[src/design/fesq_pkg.sv]
`timescale 1ns / 1ps
// ----------------------------------------------------------------------------
// fesq_pkg
// Types and constants shared by the flash erase / program sequencer.
// ----------------------------------------------------------------------------
package fesq_pkg;

  localparam logic [1:0] OP_ERASE  = 2'd0;
  localparam logic [1:0] OP_PROG   = 2'd1;
  localparam logic [1:0] OP_STATUS = 2'd2;

  localparam logic [3:0] A_NONE   = 4'd0;
  localparam logic [3:0] A_KEY    = 4'd1;
  localparam logic [3:0] A_COFF   = 4'd2;
  localparam logic [3:0] A_CRST   = 4'd3;
  localparam logic [3:0] A_CON    = 4'd4;
  localparam logic [3:0] A_SEL    = 4'd5;
  localparam logic [3:0] A_START  = 4'd6;
  localparam logic [3:0] A_CLRER  = 4'd7;
  localparam logic [3:0] A_PGEN   = 4'd8;
  localparam logic [3:0] A_WORD   = 4'd9;
  localparam logic [3:0] A_CLRERR = 4'd10;
  localparam logic [3:0] A_CLREOP = 4'd11;
  localparam logic [3:0] A_PGDIS  = 4'd12;
  localparam logic [3:0] A_LOCK   = 4'd13;
  localparam logic [3:0] A_DUMMY  = 4'd14;

  localparam logic [2:0] OC_RUN     = 3'd0;
  localparam logic [2:0] OC_OK      = 3'd1;
  localparam logic [2:0] OC_TIMEOUT = 3'd2;
  localparam logic [2:0] OC_SUSP    = 3'd3;
  localparam logic [2:0] OC_FLASH   = 3'd4;
  localparam logic [2:0] OC_MISALN  = 3'd5;
  localparam logic [2:0] OC_NOEOP   = 3'd6;

  localparam logic [1:0] CFG_TIMEOUT = 2'd0;
  localparam logic [1:0] CFG_RETRIES = 2'd1;
  localparam logic [1:0] CFG_DUMMY   = 2'd2;

  localparam logic [31:0] KEY_A       = 32'h4567_0123;
  localparam logic [31:0] KEY_B       = 32'hCDEF_89AB;
  localparam logic [31:0] DUMMY_VALUE = 32'd12323;
  localparam logic [23:0] TIMEOUT_RST = 24'd1600000;
  localparam logic [2:0]  RETRIES_RST = 3'd3;
  localparam logic [31:0] DUMMY_RST   = 32'h0802_0000;

  localparam int MAX_ACTS = 6;

  typedef struct packed {
    logic [3:0]  act;
    logic [31:0] addr;
    logic [31:0] val;
  } fesq_act_t;

  typedef struct packed {
    fesq_act_t [MAX_ACTS-1:0] acts;
    logic [2:0]               n;
    logic [2:0]               outcome;
  } fesq_bundle_t;

  function automatic fesq_bundle_t add_act(fesq_bundle_t bi, logic [3:0] a,
                                           logic [31:0] ad, logic [31:0] v);
    fesq_bundle_t bo;
    bo = bi;
    bo.acts[bi.n] = '{act: a, addr: ad, val: v};
    bo.n = bi.n + 3'd1;
    return bo;
  endfunction

endpackage

[src/design/fesq_cmd_if.sv]
`timescale 1ns / 1ps
// ----------------------------------------------------------------------------
// fesq_cmd_if
// Command and status word channel.
// ----------------------------------------------------------------------------
interface fesq_cmd_if;
  logic        valid;
  logic        ready;
  logic [1:0]  operation;
  logic [7:0]  first_page;
  logic [7:0]  page_count;
  logic [31:0] target_address;
  logic [63:0] program_data;
  logic [3:0]  bytes_valid;
  logic        busy_flag;
  logic        config_busy_flag;
  logic        suspend_flag;
  logic        end_of_op_flag;
  logic [7:0]  error_flags;
  logic        locked_flag;

  modport source (output valid, operation, first_page, page_count, target_address,
                  program_data, bytes_valid, busy_flag, config_busy_flag,
                  suspend_flag, end_of_op_flag, error_flags, locked_flag,
                  input ready);
  modport sink (input valid, operation, first_page, page_count, target_address,
                program_data, bytes_valid, busy_flag, config_busy_flag,
                suspend_flag, end_of_op_flag, error_flags, locked_flag,
                output ready);
endinterface

[src/design/fesq_res_if.sv]
`timescale 1ns / 1ps
// ----------------------------------------------------------------------------
// fesq_res_if
// Register action word channel.
// ----------------------------------------------------------------------------
interface fesq_res_if;
  logic        valid;
  logic        ready;
  logic [3:0]  action;
  logic [31:0] action_address;
  logic [31:0] action_value;
  logic        last_action;
  logic [2:0]  outcome;

  modport source (output valid, action, action_address, action_value, last_action,
                  outcome, input ready);
  modport sink (input valid, action, action_address, action_value, last_action,
                outcome, output ready);
endinterface

[src/design/fesq_cfg_if.sv]
`timescale 1ns / 1ps
// ----------------------------------------------------------------------------
// fesq_cfg_if
// Configuration register write channel.
// ----------------------------------------------------------------------------
interface fesq_cfg_if;
  logic        valid;
  logic        ready;
  logic [1:0]  index;
  logic [31:0] data;

  modport source (output valid, index, data, input ready);
  modport sink (input valid, index, data, output ready);
endinterface

[src/design/fesq_front.sv]
`timescale 1ns / 1ps
// ----------------------------------------------------------------------------
// fesq_front
// Takes command / status words, steps the sequence and builds action bundles.
// ----------------------------------------------------------------------------
module fesq_front
  import fesq_pkg::*;
#(
  parameter int POLL_COUNTER_BITS = 24
) (
  input  logic         clk,
  input  logic         rst,
  fesq_cmd_if.sink     cmd,
  fesq_cfg_if.sink     cfg,
  input  logic         q_full,
  output logic         push,
  output fesq_bundle_t bundle
);

  localparam int P  = POLL_COUNTER_BITS;
  localparam int LW = (P > 24) ? P : 24;

  localparam logic [4:0] S_IDLE = 5'd0;
  localparam logic [4:0] S_EWA  = 5'd1;
  localparam logic [4:0] S_EW1  = 5'd2;
  localparam logic [4:0] S_ELA  = 5'd3;
  localparam logic [4:0] S_ELB  = 5'd4;
  localparam logic [4:0] S_PWA  = 5'd5;
  localparam logic [4:0] S_PW1  = 5'd6;
  localparam logic [4:0] S_PW2  = 5'd7;
  localparam logic [4:0] S_PW3  = 5'd8;

  logic [23:0]  timeout_limit;
  logic [2:0]   workaround_retries;
  logic [31:0]  dummy_write_address;
  logic [4:0]   state, state_next;
  logic [P-1:0] poll_counter, poll_counter_next;
  logic [1:0]   wait_phase, wait_phase_next;
  logic [7:0]   pages_done, pages_done_next;
  logic [2:0]   retry_counter, retry_counter_next;
  logic [31:0]  sc0, sc0_next;
  logic [63:0]  sc1, sc1_next;

  logic [LW-1:0] tl_ext, cap_ext;
  logic [P-1:0]  lim;
  logic          accept;

  assign accept    = cmd.valid & cmd.ready;
  assign cmd.ready = ~q_full;
  assign cfg.ready = 1'b1;
  assign push      = accept;

  assign tl_ext  = LW'(timeout_limit);
  assign cap_ext = LW'({P{1'b1}});
  assign lim     = (tl_ext > cap_ext) ? {P{1'b1}} : tl_ext[P-1:0];

  always_comb begin
    fesq_bundle_t b;
    logic [2:0]   res;
    logic [1:0]   wres;
    logic         decided, again, wa_done, go_w1;
    logic [P-1:0] pc;
    logic [1:0]   ph;
    logic [2:0]   flags;
    logic [7:0]   errs, cnt, pdn;
    logic [3:0]   nvalid;
    logic [63:0]  data;

    b                  = '0;
    res                = OC_RUN;
    state_next         = state;
    poll_counter_next  = poll_counter;
    wait_phase_next    = wait_phase;
    pages_done_next    = pages_done;
    retry_counter_next = retry_counter;
    sc0_next           = sc0;
    sc1_next           = sc1;
    errs               = cmd.error_flags;
    cnt                = sc0[15:8];
    flags              = {cmd.suspend_flag, cmd.config_busy_flag, cmd.busy_flag};
    go_w1              = 1'b0;
    again              = 1'b0;
    wa_done            = 1'b0;
    pdn                = pages_done + 8'd1;
    nvalid             = (cmd.bytes_valid > 4'd8) ? 4'd8 : cmd.bytes_valid;
    data               = cmd.program_data;

    // busy wait: 0 waiting, 1 done, 2 timeout
    pc      = poll_counter;
    ph      = wait_phase;
    decided = 1'b0;
    wres    = 2'd0;
    if (lim == '0) begin
      wres    = 2'd2;
      decided = 1'b1;
    end else begin
      for (int k = 0; k < 3; k++) begin
        if (!decided && ph == 2'(k)) begin
          if (flags[k]) begin
            pc      = pc + 1'b1;
            wres    = (pc >= lim) ? 2'd2 : 2'd0;
            decided = 1'b1;
          end else begin
            ph = 2'(k + 1);
            pc = '0;
          end
        end
      end
    end
    if (!decided) begin
      ph   = 2'd0;
      pc   = '0;
      wres = 2'd1;
    end

    if (accept) begin
      if (state == S_IDLE) begin
        if (cmd.operation == OP_ERASE || cmd.operation == OP_PROG) begin
          pages_done_next    = '0;
          poll_counter_next  = '0;
          wait_phase_next    = '0;
          retry_counter_next = '0;
          if (cmd.operation == OP_ERASE) begin
            sc0_next   = {16'd0, cmd.page_count, cmd.first_page};
            sc1_next   = '0;
            state_next = S_EWA;
          end else begin
            for (int i = 0; i < 8; i++) begin
              if (4'(i) >= nvalid) data[8*i +: 8] = 8'hFF;
            end
            sc0_next   = cmd.target_address;
            sc1_next   = data;
            state_next = S_PWA;
          end
        end
      end else if (cmd.operation == OP_STATUS) begin
        if (state == S_EWA || state == S_PWA) begin
          again   = cmd.config_busy_flag && (retry_counter < workaround_retries);
          wa_done = 1'b0;
          if (errs != '0 && (retry_counter != '0 || again))
            b = add_act(b, A_CLRERR, '0, {24'd0, errs});
          if (again) begin
            b = add_act(b, A_DUMMY, dummy_write_address, DUMMY_VALUE);
            retry_counter_next = retry_counter + 3'd1;
          end else begin
            retry_counter_next = '0;
            wa_done            = 1'b1;
          end
          if (wa_done) begin
            if (state == S_EWA) begin
              go_w1 = 1'b1;
            end else begin
              b = add_act(b, A_COFF, '0, '0);
              b = add_act(b, A_CRST, '0, '0);
              if (sc0[2:0] != 3'd0) res = OC_MISALN;
              else go_w1 = 1'b1;
            end
          end
        end

        if (go_w1 || state == S_EW1 || state == S_PW1) begin
          poll_counter_next = pc;
          wait_phase_next   = ph;
          if (wres == 2'd2) begin
            res = OC_TIMEOUT;
          end else if (wres == 2'd1) begin
            if (cmd.suspend_flag) begin
              res = OC_SUSP;
            end else begin
              if (cmd.locked_flag) begin
                b = add_act(b, A_KEY, '0, KEY_A);
                b = add_act(b, A_KEY, '0, KEY_B);
              end
              if (state == S_PWA || state == S_PW1) begin
                state_next = S_PW2;
              end else begin
                b = add_act(b, A_COFF, '0, '0);
                if (cnt == '0) begin
                  b   = add_act(b, A_CON, '0, '0);
                  b   = add_act(b, A_LOCK, '0, '0);
                  res = OC_OK;
                end else begin
                  state_next = S_ELA;
                end
              end
            end
          end else begin
            state_next = go_w1 ? ((state == S_EWA) ? S_EW1 : S_PW1) : state;
          end
        end else if (state == S_ELA || state == S_ELB || state == S_PW2 ||
                     state == S_PW3) begin
          poll_counter_next = pc;
          wait_phase_next   = ph;
          if (wres == 2'd2) begin
            res = OC_TIMEOUT;
          end else if (wres == 2'd1) begin
            priority if (state == S_ELA) begin
              if (errs != '0) begin
                b   = add_act(b, A_CLRERR, '0, {24'd0, errs});
                res = OC_FLASH;
              end else begin
                b = add_act(b, A_SEL, '0, {24'd0, sc0[7:0] + pages_done});
                b = add_act(b, A_START, '0, '0);
                state_next = S_ELB;
              end
            end else if (state == S_ELB) begin
              b = add_act(b, A_CLRER, '0, '0);
              if (errs != '0) begin
                b   = add_act(b, A_CLRERR, '0, {24'd0, errs});
                res = OC_FLASH;
              end else begin
                pages_done_next = pdn;
                if (pdn == cnt) begin
                  b   = add_act(b, A_CON, '0, '0);
                  b   = add_act(b, A_LOCK, '0, '0);
                  res = OC_OK;
                end else begin
                  b = add_act(b, A_SEL, '0, {24'd0, sc0[7:0] + pdn});
                  b = add_act(b, A_START, '0, '0);
                end
              end
            end else if (state == S_PW2) begin
              if (errs != '0) begin
                b   = add_act(b, A_CLRERR, '0, {24'd0, errs});
                res = OC_FLASH;
              end else begin
                b = add_act(b, A_PGEN, '0, '0);
                b = add_act(b, A_WORD, sc0, sc1[31:0]);
                b = add_act(b, A_WORD, sc0 + 32'd4, sc1[63:32]);
                state_next = S_PW3;
              end
            end else begin
              b   = add_act(b, A_CLREOP, '0, '0);
              b   = add_act(b, A_PGDIS, '0, '0);
              b   = add_act(b, A_CON, '0, '0);
              b   = add_act(b, A_LOCK, '0, '0);
              res = cmd.end_of_op_flag ? OC_OK : OC_NOEOP;
            end
          end
        end else if (!(state == S_EWA || state == S_PWA)) begin
          state_next = S_IDLE;
        end

        if (res != OC_RUN) begin
          state_next         = S_IDLE;
          poll_counter_next  = '0;
          wait_phase_next    = '0;
          retry_counter_next = '0;
        end
      end
    end
    if (b.n == 3'd0) b = add_act(b, A_NONE, '0, '0);
    b.outcome = res;
    bundle    = b;
  end

  always_ff @(posedge clk) begin
    if (rst) begin
      state               <= S_IDLE;
      poll_counter        <= '0;
      wait_phase          <= '0;
      pages_done          <= '0;
      retry_counter       <= '0;
      timeout_limit       <= TIMEOUT_RST;
      workaround_retries  <= RETRIES_RST;
      dummy_write_address <= DUMMY_RST;
    end else begin
      state         <= state_next;
      poll_counter  <= poll_counter_next;
      wait_phase    <= wait_phase_next;
      pages_done    <= pages_done_next;
      retry_counter <= retry_counter_next;
      if (cfg.valid) begin
        unique case (cfg.index)
          CFG_TIMEOUT: timeout_limit       <= cfg.data[23:0];
          CFG_RETRIES: workaround_retries  <= cfg.data[2:0];
          CFG_DUMMY:   dummy_write_address <= cfg.data;
          default: ;
        endcase
      end
    end
  end

  always_ff @(posedge clk) begin
    sc0 <= sc0_next;
    sc1 <= sc1_next;
  end

endmodule

[src/design/fesq_queue.sv]
`timescale 1ns / 1ps
// ----------------------------------------------------------------------------
// fesq_queue
// Two-entry bundle queue between front and back.
// ----------------------------------------------------------------------------
module fesq_queue
  import fesq_pkg::*;
(
  input  logic         clk,
  input  logic         rst,
  input  logic         push,
  input  fesq_bundle_t wr_bundle,
  input  logic         pop,
  output fesq_bundle_t rd_bundle,
  output logic         full,
  output logic         empty
);

  fesq_bundle_t mem [2];
  logic         wr_ptr, rd_ptr;
  logic [1:0]   count;

  assign full      = count == 2'd2;
  assign empty     = count == 2'd0;
  assign rd_bundle = mem[rd_ptr];

  always_ff @(posedge clk) begin
    if (push) mem[wr_ptr] <= wr_bundle;
  end

  always_ff @(posedge clk) begin
    if (rst) begin
      wr_ptr <= 1'b0;
      rd_ptr <= 1'b0;
      count  <= '0;
    end else begin
      if (push) wr_ptr <= ~wr_ptr;
      if (pop)  rd_ptr <= ~rd_ptr;
      count <= count + 2'(push) - 2'(pop);
    end
  end

`ifndef SYNTHESIS
  a_no_overflow: assert property (@(posedge clk) disable iff (rst) !(push && full))
    else $error("push into full queue");
  a_no_underflow: assert property (@(posedge clk) disable iff (rst) !(pop && empty))
    else $error("pop from empty queue");
  a_count_range: assert property (@(posedge clk) disable iff (rst) count <= 2'd2)
    else $error("queue count out of range");
  a_ptr_match: assert property (@(posedge clk) disable iff (rst)
      (empty || full) |-> (wr_ptr == rd_ptr))
    else $error("queue pointers disagree with count");
`endif

endmodule

[src/design/fesq_back.sv]
`timescale 1ns / 1ps
// ----------------------------------------------------------------------------
// fesq_back
// Expands queued bundles into one action word per cycle into the output
// register while res is ready.
// ----------------------------------------------------------------------------
module fesq_back
  import fesq_pkg::*;
(
  input  logic         clk,
  input  logic         rst,
  input  fesq_bundle_t bundle,
  input  logic         empty,
  output logic         pop,
  fesq_res_if.source   res
);

  logic [2:0] idx;
  logic       load, last;
  fesq_act_t  cur;

  assign load = ~empty & (~res.valid | res.ready);
  assign last = (idx + 3'd1) == bundle.n;
  assign pop  = load & last;
  assign cur  = bundle.acts[idx];

  always_ff @(posedge clk) begin
    if (rst) begin
      res.valid <= 1'b0;
      idx       <= '0;
    end else begin
      if (load) begin
        res.valid <= 1'b1;
        idx       <= last ? 3'd0 : idx + 3'd1;
      end else if (res.ready) begin
        res.valid <= 1'b0;
      end
    end
  end

  always_ff @(posedge clk) begin
    if (load) begin
      res.action         <= cur.act;
      res.action_address <= cur.addr;
      res.action_value   <= cur.val;
      res.last_action    <= last;
      res.outcome        <= last ? bundle.outcome : OC_RUN;
    end
  end

endmodule

[src/design/flash_erase_program_sequencer.sv]
`timescale 1ns / 1ps
// ----------------------------------------------------------------------------
// flash_erase_program_sequencer
// Erase / program sequencer for an embedded flash controller.
// ----------------------------------------------------------------------------
// Usage:
//   cmd : command and status words (valid/ready). An erase or program word
//         starts a sequence while idle; status words, one per poll, step it.
//   res : register action words (valid/ready). Every accepted cmd word gives
//         one to six action words, the last marked by last_action and
//         carrying the outcome (0 while the sequence is still running).
//   cfg : register writes (index, data), always ready; write only while idle.
// Throughput: one cmd word per cycle while each gives a single action word
//   and res is ready; overall the block emits one action word per cycle
//   while res is ready, set by the output register of the back end.
// Path: the first action word of a cmd word is registered twice: its bundle is
//   written to the queue, then the word is loaded into the output register.
// Reset: sequence idle, counters cleared, registers at their defaults.
// Stall: a stalled res holds its word; the two-entry queue fills and cmd
//   ready drops once both entries hold bundles.
// ----------------------------------------------------------------------------
module flash_erase_program_sequencer
  import fesq_pkg::*;
#(
  parameter int POLL_COUNTER_BITS = 24
) (
  input  logic        clk,
  input  logic        rst,
  fesq_cmd_if.sink    cmd,
  fesq_cfg_if.sink    cfg,
  fesq_res_if.source  res
);

  fesq_bundle_t fb, qb;
  logic         push, pop, q_full, q_empty;

  fesq_front #(.POLL_COUNTER_BITS(POLL_COUNTER_BITS)) u_front (
    .clk    (clk),
    .rst    (rst),
    .cmd    (cmd),
    .cfg    (cfg),
    .q_full (q_full),
    .push   (push),
    .bundle (fb)
  );

  fesq_queue u_queue (
    .clk       (clk),
    .rst       (rst),
    .push      (push),
    .wr_bundle (fb),
    .pop       (pop),
    .rd_bundle (qb),
    .full      (q_full),
    .empty     (q_empty)
  );

  fesq_back u_back (
    .clk    (clk),
    .rst    (rst),
    .bundle (qb),
    .empty  (q_empty),
    .pop    (pop),
    .res    (res)
  );

endmodule

[src/flat_wrapper.sv]
// flat-port wrapper written by rule: the top's interface ports become plain ports
module flash_erase_program_sequencer_flat import fesq_pkg::*;
#(
  parameter int POLL_COUNTER_BITS = 24
)
  (clk, rst, cmd_valid, cmd_operation, cmd_first_page, cmd_page_count, cmd_target_address, cmd_program_data, cmd_bytes_valid, cmd_busy_flag, cmd_config_busy_flag, cmd_suspend_flag, cmd_end_of_op_flag, cmd_error_flags, cmd_locked_flag, cmd_ready, cfg_valid, cfg_index, cfg_data, cfg_ready, res_valid, res_action, res_action_address, res_action_value, res_last_action, res_outcome, res_ready);
  fesq_cmd_if cmd_i ();
  fesq_cfg_if cfg_i ();
  fesq_res_if res_i ();
  input  logic clk;
  input  logic rst;
  input wire logic [$bits(cmd_i.valid)-1:0] cmd_valid;
  input wire logic [$bits(cmd_i.operation)-1:0] cmd_operation;
  input wire logic [$bits(cmd_i.first_page)-1:0] cmd_first_page;
  input wire logic [$bits(cmd_i.page_count)-1:0] cmd_page_count;
  input wire logic [$bits(cmd_i.target_address)-1:0] cmd_target_address;
  input wire logic [$bits(cmd_i.program_data)-1:0] cmd_program_data;
  input wire logic [$bits(cmd_i.bytes_valid)-1:0] cmd_bytes_valid;
  input wire logic [$bits(cmd_i.busy_flag)-1:0] cmd_busy_flag;
  input wire logic [$bits(cmd_i.config_busy_flag)-1:0] cmd_config_busy_flag;
  input wire logic [$bits(cmd_i.suspend_flag)-1:0] cmd_suspend_flag;
  input wire logic [$bits(cmd_i.end_of_op_flag)-1:0] cmd_end_of_op_flag;
  input wire logic [$bits(cmd_i.error_flags)-1:0] cmd_error_flags;
  input wire logic [$bits(cmd_i.locked_flag)-1:0] cmd_locked_flag;
  output wire logic [$bits(cmd_i.ready)-1:0] cmd_ready;
  input wire logic [$bits(cfg_i.valid)-1:0] cfg_valid;
  input wire logic [$bits(cfg_i.index)-1:0] cfg_index;
  input wire logic [$bits(cfg_i.data)-1:0] cfg_data;
  output wire logic [$bits(cfg_i.ready)-1:0] cfg_ready;
  output wire logic [$bits(res_i.valid)-1:0] res_valid;
  output wire logic [$bits(res_i.action)-1:0] res_action;
  output wire logic [$bits(res_i.action_address)-1:0] res_action_address;
  output wire logic [$bits(res_i.action_value)-1:0] res_action_value;
  output wire logic [$bits(res_i.last_action)-1:0] res_last_action;
  output wire logic [$bits(res_i.outcome)-1:0] res_outcome;
  input wire logic [$bits(res_i.ready)-1:0] res_ready;
  assign cmd_i.valid = cmd_valid;
  assign cmd_i.operation = cmd_operation;
  assign cmd_i.first_page = cmd_first_page;
  assign cmd_i.page_count = cmd_page_count;
  assign cmd_i.target_address = cmd_target_address;
  assign cmd_i.program_data = cmd_program_data;
  assign cmd_i.bytes_valid = cmd_bytes_valid;
  assign cmd_i.busy_flag = cmd_busy_flag;
  assign cmd_i.config_busy_flag = cmd_config_busy_flag;
  assign cmd_i.suspend_flag = cmd_suspend_flag;
  assign cmd_i.end_of_op_flag = cmd_end_of_op_flag;
  assign cmd_i.error_flags = cmd_error_flags;
  assign cmd_i.locked_flag = cmd_locked_flag;
  assign cmd_ready = cmd_i.ready;
  assign cfg_i.valid = cfg_valid;
  assign cfg_i.index = cfg_index;
  assign cfg_i.data = cfg_data;
  assign cfg_ready = cfg_i.ready;
  assign res_valid = res_i.valid;
  assign res_action = res_i.action;
  assign res_action_address = res_i.action_address;
  assign res_action_value = res_i.action_value;
  assign res_last_action = res_i.last_action;
  assign res_outcome = res_i.outcome;
  assign res_i.ready = res_ready;
  flash_erase_program_sequencer #(.POLL_COUNTER_BITS(POLL_COUNTER_BITS)) u_core (.clk(clk), .rst(rst), .cmd(cmd_i), .cfg(cfg_i), .res(res_i));
endmodule
[config.mk]
export PLATFORM = sky130hd
export DESIGN_NAME = flash_erase_program_sequencer_flat
export DESIGN_NICKNAME = d
export VERILOG_FILES = /design/src/design/fesq_pkg.sv /design/src/design/fesq_cmd_if.sv /design/src/design/fesq_res_if.sv /design/src/design/fesq_cfg_if.sv /design/src/design/fesq_front.sv /design/src/design/fesq_queue.sv /design/src/design/fesq_back.sv /design/src/design/flash_erase_program_sequencer.sv /design/src/flat_wrapper.sv
export SDC_FILE = /design/constraint.sdc
export NUM_CORES = 2
export LEC_CHECK = 0
export BUFFER_PORTS_ARGS = -buffer_cell sky130_fd_sc_hd__buf_2
export CORE_ASPECT_RATIO = 0.8
export CORE_MARGIN = 2
export CORE_UTILIZATION = 57
export DETAILED_ROUTE_END_ITERATION = 6
export PLACE_DENSITY_LB_ADDON = 0.3
export SETUP_SLACK_MARGIN = 0.3
export SLEW_MARGIN = 20
export SYNTH_ARGS = -nofsm -noshare
export SYNTH_HDL_FRONTEND = slang
export SYNTH_SLANG_ARGS = --single-unit
[constraint.sdc]
create_clock -name clk -period 20.7 [get_ports clk]
set_input_delay 1.035 -clock clk [delete_from_list [all_inputs] [get_ports clk]]
set_output_delay 1.035 -clock clk [all_outputs]
set_load 0.02 [all_outputs]
==> run metrics <==
status completed; VDD IR max roughly 91 uV; RSZ-0062 raised after global routing no; # fillers 7905; final core utilization 0.634; yosys warns 0; setup TNS 0 ps; Mean Syn Cell Area roughly 11 um^2; total CTS buffers ~110; IO buf count around 240; hpwl dp 139 mm; Post-CTS Hold Buffers 0; initial core utilization 0.576; area of the multi-input gates around 0.025 mm^2; P per Cell Area ~110 mW/mm^2; CTS tree done; post-synthesis instance area around 0.06 mm^2; GRT Max-Usage Layer met1; CP arrival 9020 ps; vias per std cell around 7.0; Main synth FF type edfxtp_1; Placed Area 0.0617 mm^2; synthesized instance count ~5300; worst clock skew roughly 68 ps; Setup WS post-layout 12290 ps; DR iter-0 viols a little under 9000; CTS max path bufs 3; gr usage total 0.390; clock net sink count approximately 1100; Post-Layout Cell Count between 6000 and 7000; Final Hold Vio Count 0; Synth Net Count around 5600; register area between 0.03 and 0.04 mm^2; Leak 21.7 nW; Seq/Total Area, Yosys 0.543; 1st-pass router iterations 7; Seq cells post-synth 1105; initial antenna violation count 5; Max Clock Freq 119 MHz; fin. max-slew vios 0; met2 GRT Util 0.546; total grt overflow 0; post-CTS sizing 0; Root Driver clkbuf_16; vias in the first global route approximately 45000; Max FO, Critical Path 33; Startpoint Class primary input; Tightest Pin Transition 1250 ps; ys async rst share 0; drt total wl 210 mm; die area roughly 0.11 mm^2; largest net degree at the start of global routing 161; Rows between 100 and 150; crit path kind in -> reg; pre-CTS setup slack about 12000 ps; Overall Power ~7.5 mW; final instance area 0.0650 mm^2; period utilization 0.406; hold slack 483 ps; ANT nets after route 0; Worst-Skew Late Latency ~760 ps; Tmin final about 8400 ps; H-Tree Level Count 3; Vias between 40000 and 50000; number of synthesized flops with an enable pin between 900 and 1000; layout cells sized above 1 0.154; Cells after DPL 6651; Die Y around 300 um; WP data required 21320 ps; Final setup viols 0; post-synth cell types roughly 110; global routing usage on met3 0.114; Max-slew headroom 0.163; P&R area growth vs syn 10.1%; Core ar. 0.103 mm^2; critical path's largest stage delay about 980 ps; post-CTS setup buffers 0; Critical Path End Type flip-flop; Max-cap violations 0; GP Congestion 1.03; Slowest-stage cell, CP and4b_1; Top Ports approximately 250; die width 364 um; WL per Instance slightly above 30 um; Hold WC Path Type reg -> reg; Final #Nets roughly 5700; first-pass GRT wire length about 300 mm; met1 Resource Use GR 0.581; Reg clk slew, reported paths 60 ps; DRC viols 0
## final cells by class
class,count,share of cell area
sequential,1105,0.494
multi-input combinational,3711,0.389
clock buffer,126,0.0424
timing repair buffer,373,0.0345
tap,1391,0.0268
clock inverter,72,0.00910
inverter,71,0.00414
antenna,1,0.0000385
## sequential cells by signal, indices dropped and copies added, names as in the netlist, 4 cells and up, named ones only
register                            cells
u_core.u_queue.mem                    828
u_core.u_front.sc0                     32
u_core.u_front.sc1                     64
u_core.u_back.res.action_address       32
u_core.u_front.poll_counter            24
u_core.u_front.timeout_limit           24
u_core.u_front.pages_done               8
u_core.u_back.res.action_value         32
u_core.u_front.state                    4
u_core.u_front.dummy_write_address     32
u_core.u_back.res.action                4
## report_power, final
group	internal [mW]	switching, mW	total (mW)
Sequential	2.86	0.220	3.08
Combinational	0.836	1.65	2.49
Clock	1.02	0.882	1.90
Total	4.72	2.75	7.48
## synth_stat cells, types with 30 or more instances
master,n,area [um^2]
edfxtp_1,996,29900
nor2_1,614,2300
nand2_1,581,2180
a21oi_1,519,2600
clkbuf_1,323,1210
o21ai_0,314,1570
mux4_2,204,4590
nor3_1,141,706
ha_1,111,1390
dfxtp_1,109,2180
xnor2_1,105,920
a22oi_1,104,781
nand3_1,99,495
mux2i_1,90,901
a22o_1,76,666
inv_1,70,263
buf_1,63,236
xor2_1,54,473
a31oi_1,37,231
and3_1,36,225
nand4_1,36,225
nor2b_1,35,219
o21a_1,34,255
a21o_1,33,248
nand2b_1,32,200
nor4_1,31,194
or3_1,30,188
## kinds of logic after synthesis
group | after synthesis | share of synthesized area
flip-flops | 1105 | 0.543
buffers and inverters | 482 | 0.0316
AO/OA/AOI/OAI | 1362 | 0.144
adder cells (fa/ha/maj) | 113 | 0.0242
XOR/XNOR | 164 | 0.0255
other | 1 | 0.0000635
AND/OR/NAND/NOR | 1755 | 0.134
multiplexers | 316 | 0.0973
## path summary, 6_finish.rpt
| check | start | end | slack (ps) | depth (start not counted) |
|---|---|---|---|---|
| worst max-delay path | cmd_busy_flag | u_core.u_front.poll_counter[17] | 12290 | 25 |
| worst min-delay path | u_core.u_front.timeout_limit[5] | u_core.u_front.timeout_limit[5] | 480 | 2 |
| worst max register to register | u_core.u_front.poll_counter[3] | u_core.u_front.poll_counter[17] | 12310 | 22 |
| worst min register to register | u_core.u_front.timeout_limit[5] | u_core.u_front.timeout_limit[5] | 480 | 2 |
## cells in the final DEF, fill, tap and decap left out, types with 36 or more instances in the layout
| master | n |
|---|---|
| mux4_2 | 204 |
| ha_1 | 111 |
| o21ai_0 | 313 |
| nor2_1 | 599 |
| dfxtp_1 | 105 |
| xor2_1 | 54 |
| mux2i_1 | 90 |
| nand3_1 | 98 |
| nand4_1 | 36 |
| and3_1 | 36 |
| xnor2_1 | 105 |
| buf_4 | 127 |
| buf_2 | 242 |
| a22oi_1 | 104 |
| a22o_1 | 76 |
| nor3_1 | 133 |
| a21oi_1 | 518 |
| a31oi_1 | 37 |
| edfxtp_1 | 996 |
| nand2_1 | 580 |
| inv_1 | 70 |
| clkbuf_16 | 106 |
## worst max-delay path: cells and delay by family
family / cells / cell delay [ps]
xor+xnor: 1 / 180
fa+ha+maj: 2 / 610
compound gates: 9 / 2050
simple gates: 11 / 4580
buf+inv: 2 / 560
## layer usage
metal | vias to the layer above | wire length, um | share of wire
li1 | 20150 | - | -
met4 | 6 | 8080 | 0.038
met1 | 23531 | 84600 | 0.40
met5 | - | 50 | 0.00024
met2 | 3799 | 87700 | 0.42
met3 | 564 | 29600 | 0.14
Note: power is estimated with default switching activity, not from simulation.
